--- src/design/deque_with_positional_removal_assert.svh ---
// Assertion macros for the positional-removal deque.
// Uses clk and rst of the including module; no other dependencies.
`ifndef DEQUE_WITH_POSITIONAL_REMOVAL_ASSERT_SVH
`define DEQUE_WITH_POSITIONAL_REMOVAL_ASSERT_SVH
`ifndef NO_ASSERTIONS
`define DQ_ASSERT(lbl, prop, msg) \
  lbl: assert property (@(posedge clk) disable iff (rst) prop) else $error(msg);
`define DQ_NEVER(lbl, cond, msg) \
  lbl: assert property (@(posedge clk) disable iff (rst) !(cond)) else $error(msg);
`else
`define DQ_ASSERT(lbl, prop, msg)
`define DQ_NEVER(lbl, cond, msg)
`endif
`endif

--- src/design/deq_pkg.sv ---
// Shared types and codes for the positional-removal deque.
// No dependencies.
package deq_pkg;

  localparam logic [2:0] OP_PUSH_FRONT = 3'd0;
  localparam logic [2:0] OP_PUSH_BACK  = 3'd1;
  localparam logic [2:0] OP_POP_FRONT  = 3'd2;
  localparam logic [2:0] OP_POP_BACK   = 3'd3;
  localparam logic [2:0] OP_REMOVE_AT  = 3'd4;

  localparam logic [1:0] ST_OK    = 2'd0;
  localparam logic [1:0] ST_EMPTY = 2'd1;
  localparam logic [1:0] ST_NOPOS = 2'd2;
  localparam logic [1:0] ST_FULL  = 2'd3;

  typedef enum logic [2:0] {
    S_IDLE,
    S_TAKE,
    S_CAPT,
    S_MV_RD,
    S_MV_WR,
    S_PUT,
    S_DONE
  } state_t;

  typedef struct packed {
    logic signed [31:0] removed;
    logic [1:0]         status;
    logic [4:0]         count;
  } res_t;

endpackage

--- src/design/deq_ram.sv ---
// Entry store of the deque: one write port, one read port with registered data.
// No package dependencies.
module deq_ram #(
  parameter int QUEUE_DEPTH = 16,
  localparam int AW = $clog2(QUEUE_DEPTH)
) (
  input  logic               clk,
  input  logic               wr_en,
  input  logic [AW-1:0]      wr_addr,
  input  logic signed [31:0] wr_data,
  input  logic [AW-1:0]      rd_addr,
  output logic signed [31:0] rd_data
);

  logic signed [31:0] mem [QUEUE_DEPTH];

  always_ff @(posedge clk) begin
    if (wr_en) begin
      mem[wr_addr] <= wr_data;
    end
  end

  always_ff @(posedge clk) begin
    rd_data <= mem[rd_addr];
  end

endmodule

--- src/design/deq_ctrl.sv ---
// Sequencer of the deque: decodes a request, walks the entry store one move at
// a time through a shared pointer stepper. Depends on deq_pkg.
module deq_ctrl import deq_pkg::*; #(
  parameter int QUEUE_DEPTH = 16,
  localparam int AW = $clog2(QUEUE_DEPTH),
  localparam int CW = $clog2(QUEUE_DEPTH + 1)
) (
  input  logic               clk,
  input  logic               rst,
  input  logic               acc,
  input  logic [2:0]         operation,
  input  logic signed [31:0] data_value,
  input  logic [3:0]         position,
  input  logic               out_free,
  output logic               busy,
  output logic               res_valid,
  output res_t               res,
  output logic               mem_we,
  output logic [AW-1:0]      mem_waddr,
  output logic signed [31:0] mem_wdata,
  output logic [AW-1:0]      mem_raddr,
  input  logic signed [31:0] mem_rdata
);

  localparam int PW = (CW > 4) ? CW : 4;
  localparam int XW = (CW > 5) ? CW : 5;

  state_t             state, state_next;
  logic [CW-1:0]      count;
  logic [AW-1:0]      ptr;
  logic               shift_down;
  logic signed [31:0] op_data;
  logic signed [31:0] removed;
  logic [1:0]         status;

  logic [AW-1:0] step;
  logic [CW-1:0] count_m1;
  logic [PW-1:0] pos_x;
  logic [XW-1:0] cnt_x;
  logic          full, empty, nopos, ptr_more, step_more;

  // shared stepper: one position toward the front or the back
  assign step      = shift_down ? (ptr - AW'(1)) : (ptr + AW'(1));
  assign step_more = (CW'(step) + CW'(1)) < count;
  assign ptr_more  = (CW'(ptr) + CW'(1)) < count;
  assign count_m1  = count - CW'(1);
  assign full      = (count == CW'(QUEUE_DEPTH));
  assign empty     = (count == '0);
  assign pos_x     = PW'(position);
  assign nopos     = pos_x >= PW'(count);
  assign cnt_x     = XW'(count);

  always_comb begin
    state_next = state;
    unique case (state)
      S_IDLE: begin
        if (acc) begin
          unique case (operation)
            OP_PUSH_FRONT: state_next = full ? S_DONE : (empty ? S_PUT : S_MV_RD);
            OP_PUSH_BACK:  state_next = full ? S_DONE : S_PUT;
            OP_POP_FRONT,
            OP_POP_BACK:   state_next = empty ? S_DONE : S_TAKE;
            OP_REMOVE_AT:  state_next = (empty || nopos) ? S_DONE : S_TAKE;
            default:       state_next = S_DONE;
          endcase
        end
      end
      S_TAKE:  state_next = S_CAPT;
      S_CAPT:  state_next = ptr_more ? S_MV_RD : S_DONE;
      S_MV_RD: state_next = S_MV_WR;
      S_MV_WR: begin
        if (shift_down) begin
          state_next = (step == '0) ? S_PUT : S_MV_RD;
        end else begin
          state_next = step_more ? S_MV_RD : S_DONE;
        end
      end
      S_PUT:   state_next = S_DONE;
      S_DONE:  state_next = out_free ? S_IDLE : S_DONE;
      default: state_next = S_IDLE;
    endcase
  end

  always_comb begin
    busy        = (state != S_IDLE);
    res_valid   = (state == S_DONE);
    res.removed = removed;
    res.status  = status;
    res.count   = cnt_x[4:0];
    mem_we      = (state == S_MV_WR) || (state == S_PUT);
    mem_waddr   = ptr;
    mem_wdata   = (state == S_PUT) ? op_data : mem_rdata;
    mem_raddr   = (state == S_MV_RD) ? step : ptr;
  end

  always_ff @(posedge clk) begin
    if (rst) begin
      state <= S_IDLE;
      count <= '0;
    end else begin
      state <= state_next;
      // close the gap after the last move of a removal
      if ((state == S_CAPT && !ptr_more) ||
          (state == S_MV_WR && !shift_down && !step_more)) begin
        count <= count_m1;
      end else if (state == S_PUT) begin
        count <= count + CW'(1);
      end
    end
  end

  always_ff @(posedge clk) begin
    unique case (state)
      S_IDLE: begin
        if (acc) begin
          op_data    <= data_value;
          removed    <= '0;
          status     <= ST_OK;
          shift_down <= (operation == OP_PUSH_FRONT);
          ptr        <= AW'(count);
          case (operation)
            OP_PUSH_FRONT,
            OP_PUSH_BACK: begin
              if (full) status <= ST_FULL;
            end
            OP_POP_FRONT: begin
              ptr <= '0;
              if (empty) status <= ST_EMPTY;
            end
            OP_POP_BACK: begin
              ptr <= AW'(count_m1);
              if (empty) status <= ST_EMPTY;
            end
            OP_REMOVE_AT: begin
              ptr <= pos_x[AW-1:0];
              if (empty) begin
                status <= ST_EMPTY;
              end else if (nopos) begin
                status <= ST_NOPOS;
              end
            end
            default: begin
            end
          endcase
        end
      end
      S_CAPT:  removed <= mem_rdata;
      S_MV_WR: ptr <= step;
      default: begin
      end
    endcase
  end

endmodule

--- src/design/deque_with_positional_removal.sv ---
// Bounded double-ended queue of signed 32-bit words with removal by position.
// Input channel: in_valid/in_stall carry operation, data_value and position;
// a request is taken when in_valid is high and in_stall low. Output channel:
// out_valid/out_stall carry removed_value, status and item_count, one result
// per request, taken when out_valid is high and out_stall low.
// Requests are handled one at a time by a sequencer that moves one entry at a
// time through a single-port-write, registered-read entry store. A push back
// writes in S_PUT; a push front first shifts every entry one place back; a
// removal reads the entry in S_TAKE and S_CAPT, then shifts the entries behind
// it one place forward; a rejected request or unused code goes to S_DONE. The
// next request is taken in the cycle after the output register is loaded, at
// the earliest. in_stall is high from accept until the result is handed to the
// output register. While out_stall holds a result, the next request is still
// accepted and processed; it waits in its final state until the output
// register frees up. Reset clears the count and both channels; the entry store
// needs no clearing, as only entries below the count are read.
// Depends on deq_pkg, deq_ctrl, deq_ram and the assertion macro header.
`include "deque_with_positional_removal_assert.svh"

module deque_with_positional_removal import deq_pkg::*; #(
  parameter int QUEUE_DEPTH = 16
) (
  input  logic               clk,
  input  logic               rst,
  input  logic               in_valid,
  output logic               in_stall,
  input  logic [2:0]         operation,
  input  logic signed [31:0] data_value,
  input  logic [3:0]         position,
  output logic               out_valid,
  input  logic               out_stall,
  output logic signed [31:0] removed_value,
  output logic [1:0]         status,
  output logic [4:0]         item_count
);

  localparam int AW = $clog2(QUEUE_DEPTH);
  localparam logic [4:0] FULL_COUNT = 5'(QUEUE_DEPTH);

  logic               acc, busy, out_free, res_valid;
  res_t               res, out_res;
  logic               mem_we;
  logic [AW-1:0]      mem_waddr, mem_raddr;
  logic signed [31:0] mem_wdata, mem_rdata;

  assign acc      = in_valid && !busy;
  assign in_stall = busy;
  assign out_free = !out_valid || !out_stall;

  deq_ctrl #(.QUEUE_DEPTH(QUEUE_DEPTH)) u_ctrl (
    .clk        (clk),
    .rst        (rst),
    .acc        (acc),
    .operation  (operation),
    .data_value (data_value),
    .position   (position),
    .out_free   (out_free),
    .busy       (busy),
    .res_valid  (res_valid),
    .res        (res),
    .mem_we     (mem_we),
    .mem_waddr  (mem_waddr),
    .mem_wdata  (mem_wdata),
    .mem_raddr  (mem_raddr),
    .mem_rdata  (mem_rdata)
  );

  deq_ram #(.QUEUE_DEPTH(QUEUE_DEPTH)) u_ram (
    .clk     (clk),
    .wr_en   (mem_we),
    .wr_addr (mem_waddr),
    .wr_data (mem_wdata),
    .rd_addr (mem_raddr),
    .rd_data (mem_rdata)
  );

  always_ff @(posedge clk) begin
    if (rst) begin
      out_valid <= 1'b0;
    end else if (out_free) begin
      out_valid <= res_valid;
    end
  end

  always_ff @(posedge clk) begin
    if (res_valid && out_free) begin
      out_res <= res;
    end
  end

  assign removed_value = out_res.removed;
  assign status        = out_res.status;
  assign item_count    = out_res.count;

  `DQ_ASSERT(a_busy_after_accept, (in_valid && !in_stall) |=> in_stall, "no stall after accept")
  `DQ_NEVER(a_empty_count, out_valid && status == ST_EMPTY && item_count != '0, "count on empty")
  `DQ_NEVER(a_full_count, out_valid && status == ST_FULL && item_count != FULL_COUNT, "full count")
  `DQ_NEVER(a_fail_no_value, out_valid && status != ST_OK && removed_value != '0, "value on error")

endmodule

--- config.mk ---
export PLATFORM = sky130hd
export DESIGN_NAME = deque_with_positional_removal
export DESIGN_NICKNAME = d
export VERILOG_FILES = /design/src/design/deq_pkg.sv /design/src/design/deq_ram.sv /design/src/design/deq_ctrl.sv /design/src/design/deque_with_positional_removal.sv
export VERILOG_INCLUDE_DIRS = /design/src /design/src/design
export SDC_FILE = /design/constraint.sdc
export NUM_CORES = 1
export LEC_CHECK = 0
export BUFFER_PORTS_ARGS = -buffer_cell sky130_fd_sc_hd__buf_2
export CAP_MARGIN = 5
export CORE_MARGIN = 2
export CORE_UTILIZATION = 66
export CTS_BUF_LIST = sky130_fd_sc_hd__clkbuf_8 sky130_fd_sc_hd__clkbuf_16
export CTS_CLUSTER_DIAMETER = 120
export DETAILED_ROUTE_END_ITERATION = 6
export PLACE_DENSITY = 0.95
export REMOVE_ABC_BUFFERS = 1
export SYNTH_ARGS = -nofsm -noshare
export SYNTH_HDL_FRONTEND = slang
export SYNTH_SLANG_ARGS = --single-unit
--- constraint.sdc ---
create_clock -name clk -period 8.74 [get_ports clk]
set_input_delay 1.311 -clock clk [delete_from_list [all_inputs] [get_ports clk]]
set_output_delay 1.311 -clock clk [all_outputs]
set_load 0.05 [all_outputs]
==> results_dict.tcl <==
set metrics [dict create \
    drv_cap 0 \
    drv_slew 0 \
    path_clk_slew_ps 70 \
    grt_pass1_wl_mm 90.0 \
    cts-htree-levels 2 \
    status "completed" \
    netlist_area_sq_um 26100 \
    skew_ps 25.4 \
    grt_pass1_vias 14805 \
    ys_seq_elements 663 \
    fmax_mhz 250 \
    crit_arrival_ps 4480 \
    port_buffers 83 \
    ir_drop_uv 442 \
    ctsResizeCount 0 \
    p_per_area_nw_per_um2 364 \
    crit_path_cell_trace "inv_2, xnor2_4, buf_12, buf_4, mux2_1, o22ai_1, a221oi_1, mux2_2" \
    hold_violations 0 \
    gr-total-overflow 0 \
    yosysWarnings 0 \
    antenna_found_initial 2 \
    path_buf_inv 3 \
    fp-row-count 72 \
    synthCells 1511 \
    core_area_sq_um 38800 \
    routed_wl_mm 61.3 \
    crit_path_max_incr_delay_ps 750 \
    yosysUniqueCellTypes 57 \
    grt_use_total_pct 29.8 \
    post_cts.repair.setup_buffers 0 \
    num_antenna_cells 0 \
    synth.avg_cell_area_sq_um 17.3 \
    first_iter_violations 2326 \
    setup_viol 0 \
    vias_per_cell 6.75 \
    reg2reg_slack_ps 4750 \
    synth.top_cells.by_area "edfxtp_1 (72%), mux2i_1 (5.0%), mux2_2 (4.4%), dfxtp_1 (3.1%), mux2_1 (2.7%)" \
    rsz0062_at_grt "no" \
    ios 84 \
    min_period_ps 3990 \
    tns_ps 0 \
    synth-async-reset-ratio_pct 0 \
    combPwrFrac_pct 31.8 \
    num-nets-final 1666 \
    yosys.area.top_type "edfxtp_1" \
    detail_route.first_pass.iterations 5 \
    clock_sinks 663 \
    synth_edf_count 622 \
    syn2layout_area_growth_pct 10.8 \
    relSlewSlack_pct 18.8 \
    final_core_util_pct 74.4 \
    crit_path_end_kind "register" \
    cp_max_fo 166 \
    initial_core_util_pct 67.2 \
    drive_above_1_share_pct 19.7 \
    clockBufferDepth 3 \
    crit_family "buffers and inverters" \
    cts-hold-fix-buffers 0 \
    worst_slew_pin_slew_ps 1220 \
    cts_made_buffers 59 \
    p_leak_nw 10.1 \
    intPower_mw 7.01 \
    place_area_sq_um 26900 \
    setup_slack_ps 4750 \
    post-route-period-util_pct 45.7 \
    globalplace.congestion 0.867 \
    swShare_pct 33.3 \
    finalInstanceArea_sq_um 28900 \
    critPathLaunchType "register" \
    seqPwrFrac_pct 43.5 \
    detail_route.wl_per_cell_microns 28.3 \
    via_count 14636 \
    slowest_stage "buf_12" \
    hpwl_mm 30.0 \
    die_w_microns 203 \
    clock-root-buffer "clkbuf_16" \
    clock_latency_ps 630 \
    critical_path_required_ps 9230 \
    ant_nets 0 \
    dieArea_sq_um 41100 \
    yosysSeqAreaShare_pct 74.8 \
    dp_cells 2056 \
    hp-class "reg -> reg" \
    die_h_microns 203 \
    switchingPower_mw 3.50 \
    preCtsSetupSlack_ps 4990 \
    synth.most_common_cell "edfxtp_1" \
    ys.flop_type "edfxtp_1" \
    grt_max_degree 167 \
    yosysTopAreaCellShare_pct 71.6 \
    cts_tree "yes" \
    path_class "reg -> reg" \
    drc 0 \
    p_clk_share_pct 24.7 \
    final_cells 2168 \
    synth_common_cells "edfxtp_1 (622), mux2i_1 (129), nand2_1 (117)" \
]
[metal layers]
metal  vias to the layer above  share of wire, %  GRT usage, %
li1                       6101                 -             -
met4                         2               4.3          13.3
met1                      7205                35          37.9
met3                       206                11          5.84
met2                      1122                50          50.2
met5                         -             0.018             0
[cell families (layout without fill, tap and decap cells)]
logic type	count (synthesis)	in the layout	synth area share, %
AO/OA/AOI/OAI	196	196	5.36
XOR/XNOR	13	13	0.538
adder cells (fa/ha/maj)	24	24	1.18
buffers and inverters	92	231	1.91
flip-flops	663	663	74.8
multiplexers	293	293	12.0
AND/OR/NAND/NOR	230	230	4.18
[sequential cells by signal (all words and copies together) (netlist names)]
register and cells:
u_ram.mem 512, removed_value 32, u_ctrl.op_data 32, u_ctrl.removed 32, u_ram.rd_data 32, item_count 5
u_ctrl.cnt_x 5, u_ctrl.mem_waddr 4, u_ctrl.state 3, status 2, u_ctrl.status 2, out_valid 1
u_ctrl.shift_down 1
[power by group through the flow]
stage / Sequential [mW] / Clock [mW] / Combinational [mW]
after global placement: 4.59 / 0 / 2.99
after CTS: 4.57 / 2.59 / 3.28
final: 4.57 / 2.59 / 3.34
after floorplan: 4.61 / 0 / 2.44
after global routing: 4.60 / 2.72 / 3.54
after detailed placement: 4.62 / 0 / 3.20
[per-stage QoR]
| step | hold slack [ps] | total power, mW |
|---|---|---|
| floorplan | 400 | 7.05 |
| global placement | 404 | 7.58 |
| detailed placement | 405 | 7.82 |
| CTS | 420 | 10.4 |
| global route | 422 | 10.9 |
| finish | 418 | 10.5 |
[final timing paths]
path,start,to,cells past startpoint
worst max-delay path,u_ctrl.mem_waddr[0],u_ram.rd_data[26],8
worst min-delay path,u_ctrl.removed[2],removed_value[2],0
worst max register to register,u_ctrl.mem_waddr[0],u_ram.rd_data[26],8
worst min register to register,u_ctrl.removed[2],removed_value[2],0
[cells in the final DEF, fill, tap and decap left out, drive strengths merged, types with 4 or more instances in the layout]
| cell type | netlist | final |
|---|---|---|
| ha | 23 | 23 |
| o21ai | 16 | 16 |
| bufinv | 0 | 6 |
| o22ai | 66 | 66 |
| a31oi | 6 | 6 |
| dfxtp | 41 | 41 |
| nor3 | 12 | 12 |
| nand2b | 5 | 5 |
| o211ai | 7 | 7 |
| inv | 13 | 35 |
| xnor2 | 10 | 10 |
| clkbuf | 30 | 65 |
| mux2i | 130 | 130 |
| and2 | 49 | 49 |
| nor2 | 24 | 24 |
| buf | 49 | 106 |
| clkinv | 0 | 19 |
| mux2 | 163 | 163 |
| a221oi | 64 | 64 |
| nand2 | 118 | 118 |
| nand3 | 6 | 6 |
| and3 | 4 | 4 |
| a21oi | 17 | 17 |
| edfxtp | 622 | 622 |
| nor2b | 5 | 5 |
[final cells by class]
cell class                      count  area, sq um
Sequential cell                   663        19500
Fill cell                        1970         9920
Multi-Input combinational cell    756         6150
Clock buffer                       65         1560
Tap cell                          518          648
Timing Repair Buffer              106          601
Clock inverter                     47          399
Inverter                           13         48.8
Note: power is estimated with default switching activity, not from simulation.
